==> src/design/float_round_to_prec_and_min_exp_macros.svh <==
// ------------------------------------------------------------------------
// Assertion macros for the rounding pipeline
// Clocked on clk, disabled while arst_n is low.
// ------------------------------------------------------------------------
`ifndef FLOAT_ROUND_TO_PREC_AND_MIN_EXP_MACROS_SVH
`define FLOAT_ROUND_TO_PREC_AND_MIN_EXP_MACROS_SVH

// same-cycle implication
`define FRU_ASSERT_IMP(label, ante, cons, msg) \
	label: assert property (@(posedge clk) disable iff (!arst_n) (ante) |-> cons) \
		else $error(msg);

// next-cycle implication
`define FRU_ASSERT_NXT(label, ante, cons, msg) \
	label: assert property (@(posedge clk) disable iff (!arst_n) (ante) |=> cons) \
		else $error(msg);

`endif

==> src/design/fru_pkg.sv <==
// ------------------------------------------------------------------------
// fru_pkg
// Shared constants and types of the rounding pipeline.
// ------------------------------------------------------------------------
package fru_pkg;

	localparam int SIG_WIDTH_DEF = 64;
	localparam int EXP_WIDTH_DEF = 16;
	localparam int PREC_WIDTH    = 7;

	localparam logic [1:0] DIR_ZERO = 2'd0;
	localparam logic [1:0] DIR_AWAY = 2'd1;
	localparam logic [1:0] DIR_EVEN = 2'd2;
	localparam logic [1:0] DIR_ODD  = 2'd3;

	typedef struct packed {
		logic half;
		logic sticky;
	} rnd_bits_t;

	typedef struct packed {
		logic       nearest;
		logic [1:0] dir;
	} rnd_rule_t;

endpackage

==> src/design/fru_bitlen.sv <==
// ------------------------------------------------------------------------
// fru_bitlen
// Bit length of the significand (index of top set bit plus one), by a
// binary search over halving windows.
// ------------------------------------------------------------------------
module fru_bitlen #(
	parameter int SIG_WIDTH = fru_pkg::SIG_WIDTH_DEF
) (
	input  logic [SIG_WIDTH-1:0]         sig,
	output logic [$clog2(SIG_WIDTH+1)-1:0] bw
);
	localparam int LG = $clog2(SIG_WIDTH);
	localparam int P2 = 1 << LG;
	localparam int BW = $clog2(SIG_WIDTH+1);

	logic [P2-1:0] v;
	logic [LG-1:0] pos;

	always_comb begin
		v   = P2'(sig);
		pos = '0;
		for (int l = LG-1; l >= 0; l--) begin
			if ((v >> (1 << l)) != '0) begin
				pos = pos | LG'(1 << l);
				v   = v >> (1 << l);
			end
		end
		bw = (sig == '0) ? '0 : BW'(pos) + BW'(1);
	end

endmodule

==> src/design/fru_split.sv <==
// ------------------------------------------------------------------------
// fru_split
// Splits the significand at the rounding position: kept part, half bit
// and sticky bit.
// ------------------------------------------------------------------------
module fru_split #(
	parameter int SIG_WIDTH = fru_pkg::SIG_WIDTH_DEF
) (
	input  logic [SIG_WIDTH-1:0]         sig,
	input  logic [$clog2(SIG_WIDTH)-1:0] shamt,
	input  logic                         big,
	output logic [SIG_WIDTH-1:0]         kept,
	output fru_pkg::rnd_bits_t           bits
);
	logic [SIG_WIDTH-1:0] low_mask;

	always_comb begin
		low_mask = ~({SIG_WIDTH{1'b1}} << shamt);
		if (big) begin
			// position above the top bit: everything is discarded
			kept        = '0;
			bits.half   = 1'b0;
			bits.sticky = |sig;
		end else begin
			kept        = (sig >> shamt) >> 1;
			bits.half   = sig[shamt];
			bits.sticky = |(sig & low_mask);
		end
	end

endmodule

==> src/design/fru_incr.sv <==
// ------------------------------------------------------------------------
// fru_incr
// Increment decision, increment and renormalization on precision carry.
// ------------------------------------------------------------------------
module fru_incr #(
	parameter int SIG_WIDTH = fru_pkg::SIG_WIDTH_DEF
) (
	input  logic [SIG_WIDTH-1:0]           kept,
	input  fru_pkg::rnd_bits_t             bits,
	input  fru_pkg::rnd_rule_t             rule,
	input  logic                           has_prec,
	input  logic [$clog2(SIG_WIDTH+1)-1:0] prec,
	output logic [SIG_WIDTH-1:0]           sig,
	output logic                           renorm,
	output logic                           inexact
);
	logic           dir_up;
	logic           up;
	logic [SIG_WIDTH:0] inc;

	always_comb begin
		case (rule.dir)
			fru_pkg::DIR_ZERO: dir_up = 1'b0;
			fru_pkg::DIR_AWAY: dir_up = 1'b1;
			fru_pkg::DIR_EVEN: dir_up = kept[0];
			fru_pkg::DIR_ODD:  dir_up = ~kept[0];
			default:           dir_up = 1'b0;
		endcase

		inexact = bits.half | bits.sticky;
		if (!inexact)
			up = 1'b0;
		else if (rule.nearest)
			up = bits.half & (bits.sticky | dir_up);
		else
			up = dir_up;

		inc = {1'b0, kept} + (SIG_WIDTH+1)'(up);
		// kept never exceeds prec bits, so a carry only lands exactly on bit prec
		renorm = has_prec & up & inc[prec];
		sig    = renorm ? inc[SIG_WIDTH:1] : inc[SIG_WIDTH-1:0];
	end

endmodule

==> src/design/float_round_to_prec_and_min_exp.sv <==
// ------------------------------------------------------------------------
// float_round_to_prec_and_min_exp
// Rounds a binary number to a maximum precision and/or minimum exponent.
// ------------------------------------------------------------------------
// Four-stage pipeline that takes one item every cycle; busy is always low.
// A result appears with done once the item has passed all stages (stage 1: bit
// length, stage 2: rounding position, stage 3: barrel shift and sticky
// reduction, stage 4: increment and renormalize). done lasts one cycle and
// the result must be taken then. With bad_request set, all other result
// fields read zero.
`include "float_round_to_prec_and_min_exp_macros.svh"

module float_round_to_prec_and_min_exp #(
	parameter int SIG_WIDTH = fru_pkg::SIG_WIDTH_DEF,
	parameter int EXP_WIDTH = fru_pkg::EXP_WIDTH_DEF
) (
	input  logic                            clk,
	input  logic                            arst_n,
	input  logic                            start,
	output logic                            busy,
	input  logic                            sign,
	input  logic signed [EXP_WIDTH-1:0]     exponent,
	input  logic [SIG_WIDTH-1:0]            significand,
	input  logic                            has_max_prec,
	input  logic [fru_pkg::PREC_WIDTH-1:0]  max_prec,
	input  logic                            has_min_exp,
	input  logic signed [EXP_WIDTH-1:0]     min_exp,
	input  logic                            round_nearest,
	input  logic [1:0]                      round_dir,
	output logic                            done,
	output logic                            out_sign,
	output logic signed [EXP_WIDTH:0]       out_exponent,
	output logic [SIG_WIDTH-1:0]            out_significand,
	output logic                            inexact,
	output logic                            bad_request
);
	localparam int PW  = fru_pkg::PREC_WIDTH;
	localparam int PIW = $clog2(SIG_WIDTH+1);
	localparam int SHW = $clog2(SIG_WIDTH);
	localparam int DW  = EXP_WIDTH + 2;
	localparam int OW  = EXP_WIDTH + 1;

	assign busy = 1'b0;

	// ---------------- stage 1: bit length, precision clamp
	logic             take;
	logic [PIW-1:0]   bw_c;
	logic [PIW-1:0]   prec_c;

	assign take = start & ~busy;

	fru_bitlen #(.SIG_WIDTH(SIG_WIDTH)) u_bitlen (
		.sig (significand),
		.bw  (bw_c)
	);

	always_comb begin
		if (max_prec == '0)
			prec_c = PIW'(1);
		else if (max_prec > PW'(SIG_WIDTH))
			prec_c = PIW'(SIG_WIDTH);
		else
			prec_c = max_prec[PIW-1:0];
	end

	logic                        valid_s1;
	logic                        sign_s1;
	logic signed [EXP_WIDTH-1:0] exp_s1;
	logic [SIG_WIDTH-1:0]        sig_s1;
	logic                        hp_s1;
	logic                        hm_s1;
	logic [PIW-1:0]              prec_s1;
	logic signed [EXP_WIDTH-1:0] mn_s1;
	fru_pkg::rnd_rule_t          rule_s1;
	logic [PIW-1:0]              bw_s1;

	always_ff @(posedge clk or negedge arst_n) begin
		if (!arst_n) valid_s1 <= 1'b0;
		else         valid_s1 <= take;
	end

	always_ff @(posedge clk) begin
		sign_s1         <= sign;
		exp_s1          <= exponent;
		sig_s1          <= significand;
		hp_s1           <= has_max_prec;
		hm_s1           <= has_min_exp;
		prec_s1         <= prec_c;
		mn_s1           <= min_exp;
		rule_s1.nearest <= round_nearest;
		rule_s1.dir     <= round_dir;
		bw_s1           <= bw_c;
	end

	// ---------------- stage 2: distance from exponent to rounding position
	logic signed [DW-1:0] dp_c;
	logic signed [DW-1:0] dm_c;
	logic signed [DW-1:0] d_c;

	always_comb begin
		dp_c = DW'(bw_s1) - DW'(prec_s1) - DW'(1);
		dm_c = DW'(mn_s1) - DW'(exp_s1);
		if (hp_s1 && hm_s1)
			d_c = (dm_c > dp_c) ? dm_c : dp_c;
		else if (hp_s1)
			d_c = dp_c;
		else
			d_c = dm_c;
	end

	logic                        valid_s2;
	logic                        sign_s2;
	logic signed [EXP_WIDTH-1:0] exp_s2;
	logic [SIG_WIDTH-1:0]        sig_s2;
	logic                        hp_s2;
	logic                        bad_s2;
	logic                        zero_s2;
	logic [PIW-1:0]              prec_s2;
	fru_pkg::rnd_rule_t          rule_s2;
	logic signed [DW-1:0]        d_s2;

	always_ff @(posedge clk or negedge arst_n) begin
		if (!arst_n) valid_s2 <= 1'b0;
		else         valid_s2 <= valid_s1;
	end

	always_ff @(posedge clk) begin
		sign_s2 <= sign_s1;
		exp_s2  <= exp_s1;
		sig_s2  <= sig_s1;
		hp_s2   <= hp_s1;
		bad_s2  <= ~hp_s1 & ~hm_s1;
		zero_s2 <= (bw_s1 == '0);
		prec_s2 <= prec_s1;
		rule_s2 <= rule_s1;
		d_s2    <= d_c;
	end

	// ---------------- stage 3: split at the rounding position
	logic                 neg_c;
	logic                 big_c;
	logic                 pass_c;
	logic [SIG_WIDTH-1:0] kept_c;
	fru_pkg::rnd_bits_t   bits_c;
	logic signed [OW-1:0] oe_c;
	logic signed [DW-1:0] n1_c;

	assign neg_c  = d_s2[DW-1];
	assign big_c  = ~neg_c & (d_s2 >= DW'(SIG_WIDTH));
	// position below all digits: value goes through unchanged
	assign pass_c = neg_c & ~zero_s2;

	fru_split #(.SIG_WIDTH(SIG_WIDTH)) u_split (
		.sig   (sig_s2),
		.shamt (d_s2[SHW-1:0]),
		.big   (big_c),
		.kept  (kept_c),
		.bits  (bits_c)
	);

	assign n1_c = DW'(exp_s2) + d_s2 + DW'(1);
	assign oe_c = pass_c ? OW'(exp_s2) : n1_c[OW-1:0];

	logic                 valid_s3;
	logic                 sign_s3;
	logic                 hp_s3;
	logic                 bad_s3;
	logic [PIW-1:0]       prec_s3;
	fru_pkg::rnd_rule_t   rule_s3;
	logic [SIG_WIDTH-1:0] kept_s3;
	fru_pkg::rnd_bits_t   bits_s3;
	logic signed [OW-1:0] oe_s3;

	always_ff @(posedge clk or negedge arst_n) begin
		if (!arst_n) valid_s3 <= 1'b0;
		else         valid_s3 <= valid_s2;
	end

	always_ff @(posedge clk) begin
		sign_s3 <= sign_s2;
		hp_s3   <= hp_s2;
		bad_s3  <= bad_s2;
		prec_s3 <= prec_s2;
		rule_s3 <= rule_s2;
		oe_s3   <= oe_c;
		if (pass_c || zero_s2) begin
			kept_s3 <= pass_c ? sig_s2 : '0;
			bits_s3 <= '0;
		end else begin
			kept_s3 <= kept_c;
			bits_s3 <= bits_c;
		end
	end

	// ---------------- stage 4: increment, renormalize, output register
	logic [SIG_WIDTH-1:0] rsig_c;
	logic                 renorm_c;
	logic                 inex_c;

	fru_incr #(.SIG_WIDTH(SIG_WIDTH)) u_incr (
		.kept     (kept_s3),
		.bits     (bits_s3),
		.rule     (rule_s3),
		.has_prec (hp_s3),
		.prec     (prec_s3),
		.sig      (rsig_c),
		.renorm   (renorm_c),
		.inexact  (inex_c)
	);

	logic                 valid_s4;
	logic                 sign_s4;
	logic signed [OW-1:0] oe_s4;
	logic [SIG_WIDTH-1:0] sig_s4;
	logic                 inex_s4;
	logic                 bad_s4;

	always_ff @(posedge clk or negedge arst_n) begin
		if (!arst_n) valid_s4 <= 1'b0;
		else         valid_s4 <= valid_s3;
	end

	always_ff @(posedge clk) begin
		bad_s4 <= bad_s3;
		if (bad_s3) begin
			sign_s4 <= 1'b0;
			oe_s4   <= '0;
			sig_s4  <= '0;
			inex_s4 <= 1'b0;
		end else begin
			sign_s4 <= sign_s3;
			oe_s4   <= oe_s3 + OW'(renorm_c);
			sig_s4  <= rsig_c;
			inex_s4 <= inex_c;
		end
	end

	assign done            = valid_s4;
	assign out_sign        = sign_s4;
	assign out_exponent    = oe_s4;
	assign out_significand = sig_s4;
	assign inexact         = inex_s4;
	assign bad_request     = bad_s4;

	// ---------------- assertions
	`FRU_ASSERT_NXT(a_latency, start && !busy, ##3 done, "result missing four cycles after transfer")
	`FRU_ASSERT_IMP(a_bad_zero, done && bad_request,
		(out_significand == '0) && !inexact && (out_exponent == '0) && !out_sign,
		"bad request result carries nonzero fields")
	`FRU_ASSERT_NXT(a_no_spurious, !valid_s3, !done, "result strobe without an item in flight")

endmodule

==> config.mk <==
export PLATFORM = sky130hd
export DESIGN_NAME = float_round_to_prec_and_min_exp
export DESIGN_NICKNAME = d
export VERILOG_FILES = /design/src/design/fru_pkg.sv /design/src/design/fru_bitlen.sv /design/src/design/fru_split.sv /design/src/design/fru_incr.sv /design/src/design/float_round_to_prec_and_min_exp.sv
export VERILOG_INCLUDE_DIRS = /design/src /design/src/design
export SDC_FILE = /design/constraint.sdc
export NUM_CORES = 1
export LEC_CHECK = 0
export BUFFER_PORTS_ARGS = -buffer_cell sky130_fd_sc_hd__buf_2
export CAP_MARGIN = 20
export CORE_AREA = 4 4 190 192
export DETAILED_ROUTE_END_ITERATION = 16
export DIE_AREA = 0 0 194 196
export PLACE_DENSITY = 0.8
export SETUP_SLACK_MARGIN = 0.1
export SYNTH_ARGS = -nofsm -noshare
export SYNTH_HDL_FRONTEND = slang
export SYNTH_SLANG_ARGS = --single-unit
==> constraint.sdc <==
create_clock -name clk -period 6.3 [get_ports clk]
set_clock_uncertainty 0.15 [all_clocks]
set_input_delay 1.26 -clock clk [delete_from_list [all_inputs] [get_ports clk]]
set_output_delay 1.26 -clock clk [all_outputs]
set_load 0.1 [all_outputs]
==> metrics <==
Max-cap violations 0; top post-synthesis cells by area dfxtp_1 (40%), nand2_1 (5.4%), mux4_2 (5.3%); slew of the pin with the lowest slew margin 938 ps; relative slew slack 0.375; R2R Path End out_exponent[10]$_SDFF_PP0_; Crit. Startpoint kept_s3[0]$_DFF_P_; hold bufs inserted after CTS 0; clock tree buffer depth 3; Die ar. 0.0380 sq mm; post-DP HPWL 50200 microns; RSZ-0062 raised after global routing false; Worst Hold Depth 0; vias in the first global route 17468; largest net degree at the start of global routing 65; Ports 198; PwrDens 424 mW/mm^2; # diodes 0; first-pass GRT wire length 100000 microns; number of setup buffers added after CTS 0; crit path DAT 5930 ps; commonest non-fill, non-tap cell in the layout dfxtp_1; Reg-to-Reg Start kept_s3[0]$_DFF_P_; Critical Path End Type register; CTS HTree Levels 2; Hold Slack 152 ps; Rows 68; final hold vios 0; clock slew at reported path FFs 60 ps; Post-Syn Area 0.0203 sq mm; via count 18367; clk sinks 411; total grt overflow 0; Tot GR Track Use 0.330; crit path max fanout 31; register area share after synthesis 0.405; Sum Neg Setup Slack 0 ps; period utilization 0.896; Netlist cell types 82; Hold Startpoint sig_s1[2]$_DFF_P_; initial DRC count 2021; Lkg Pwr 0.00973 uW; Post-Route WL 65700 microns; share of the synthesized area in the top cell type 0.401; CTS tree yes; Yosys reg bits 411; WS Path Type register to register; Die Span X 194 microns; hold endpoint sig_s2[2]$_DFF_P_; Post-synth top flop dfxtp_1; fin. max-slew vios 0; area delta synth->final 12.7%; gpl congestion 1.07; Nets 2619; startpoint types register; ys async rst share 0.00973; Critical Path RT 6580 ps; via-per-instance ratio 6.28; input/output buffers 196; core box area 0.0344 sq mm; syn_nets 2483; drt wl/cell 22.4 microns; DRT antenna net count 0; Mapped Cells 2306; Post-CTS Resized 0; Min-Delay Path Class register to register; r2r setup slk 650 ps; Clk Latency, worst-skew pair 570 ps; R2R cell count 21; crit path time final 5650 ps; Root Driver clkbuf_16; fmax 0.177 GHz; Mapped Avg Cell Area 8.82 sq um; DRT Pass-1 Iters 7; share of layout cells above drive strength 1 0.159; Die Y 196 microns; most frequent cells in the layout dfxtp_1 (401), nand2_1 (291), nor2_1 (206), buf_2 (196), o21ai_0 (137); Remaining DRCs 0; Post-synth EDFFs 0; initial antenna violation count 1; Num CTS Buffers 39; worst ir drop on vdd 0.000512 V; Final setup viols 0; Initial Utilization 0.592; Yosys Warn Count 0; Synth area leader dfxtp_1; status complete, no violations
[worst max-delay path: stages, from the launching register on]
cell and delay, ps:
dfxtp_1 330, a21boi_0 230, nor3_1 80, o21ai_0 230
ha_1 250, ha_1 230, nand2_1 130, nor4_4 490
nand2_2 320, nor3_1 330, xnor2_1 230, o22ai_1 110
or3_1 380, a22oi_1 450, a21o_4 400, inv_1 130
ha_1 220, ha_1 210, and2_1 230, nand3_1 160
xor2_1 170, nor2_1 60
[cells in the mapped netlist (all sizes together), types with 5 or more instances]
cell type	number
nand3	46
nand2	292
a211oi	73
o31a	9
a32oi	5
and2	39
a31oi	15
inv	72
a221o	9
nor2	207
o21ai	137
xor2	46
nor3	53
a221oi	13
nor4	44
o211ai	5
ha	62
o31ai	13
and4	10
a21boi	10
mux2i	75
a21o	25
nand4	38
a21oi	104
a22o	27
dfxtp	407
xnor2	61
clkbuf	95
or4	14
nor2b	34
o21a	8
nand2b	23
or2	19
or3	9
buf	34
mux4	48
o22ai	33
and3	22
mux2	12
[power by group]
group | switching [uW] | total, uW | internal (uW) | leakage [uW]
Sequential | 412 | 3380 | 2960 | 0.00346
Combinational | 2780 | 4000 | 1220 | 0.00564
Clock | 999 | 2360 | 1360 | 0.000638
[through the flow]
step           instance area [sq um]  std cells  setup WS (ps)  power (uW)  utilization
6_report                       22900       2927            654        9730        0.667
5_1_grt                        22900       2927            243       10100        0.667
4_1_cts                        22900       2927            678        9660        0.667
3_5_place_dp                   21600       2856            749        7310        0.629
3_3_place_gp                   21600       2856            972        7270        0.629
2_1_floorplan                  20300       2306           1390        6250            -
[logic make-up (layout without fill, tap and decap cells)]
logic type,count (synthesis),in the layout,synth area share
other,1,1,0.000184
buffers and inverters,204,370,0.0391
flip-flops,411,411,0.405
multiplexers,135,135,0.0967
AO/OA/AOI/OAI,523,523,0.168
XOR/XNOR,107,107,0.0461
AND/OR/NAND/NOR,859,859,0.203
adder cells (fa/ha/maj),66,66,0.0416
[final cells by class]
| cell class | instances | area (sq um) |
|---|---|---|
| fillers | 2780 | 11400 |
| clock buffers | 49 | 1080 |
| repair buffers | 224 | 1200 |
| inverters | 75 | 282 |
| flip-flops and latches | 411 | 8260 |
| multi-input cells | 1691 | 11300 |
| clock inverters | 22 | 226 |
| well taps | 455 | 569 |
[registers in the layout, summed over array words and instances, names as in the netlist, 2 cells and up]
name	flops
sig_s1	64
out_significand	64
prec_s1	7
exp_s2	16
prec_s3	7
exp_s1	16
rule_s2	3
prec_s2	7
kept_s3	64
sig_s2	64
out_exponent	17
mn_s1	16
d_s2	17
rule_s1	3
oe_s3	17
bits_s3	2
rule_s3	3
bw_s1	7
[worst max path at each step]
| stage | to | slack [ps] | cells after the start |
|---|---|---|---|
| 4_1_cts | out_exponent[10]$_SDFF_PP0_ | 680 | 21 |
| 2_1_floorplan | out_exponent[7]$_SDFF_PP0_ | 1390 | 21 |
| 6_report | out_exponent[10]$_SDFF_PP0_ | 650 | 21 |
| 3_3_place_gp | out_exponent[7]$_SDFF_PP0_ | 970 | 20 |
| 3_5_place_dp | out_exponent[10]$_SDFF_PP0_ | 750 | 21 |
| 5_1_grt | out_exponent[10]$_SDFF_PP0_ | 240 | 21 |
[metal layers]
metal,up-vias,wire [microns],global-route usage,share of wire
met5,-,12,0,0.00018
met4,2,3580,0.157,0.054
met3,187,5700,0.0586,0.087
met2,1071,28900,0.515,0.44
met1,8544,27500,0.448,0.42
li1,8563,-,-,-
Note: power is estimated with default switching activity, not from simulation.
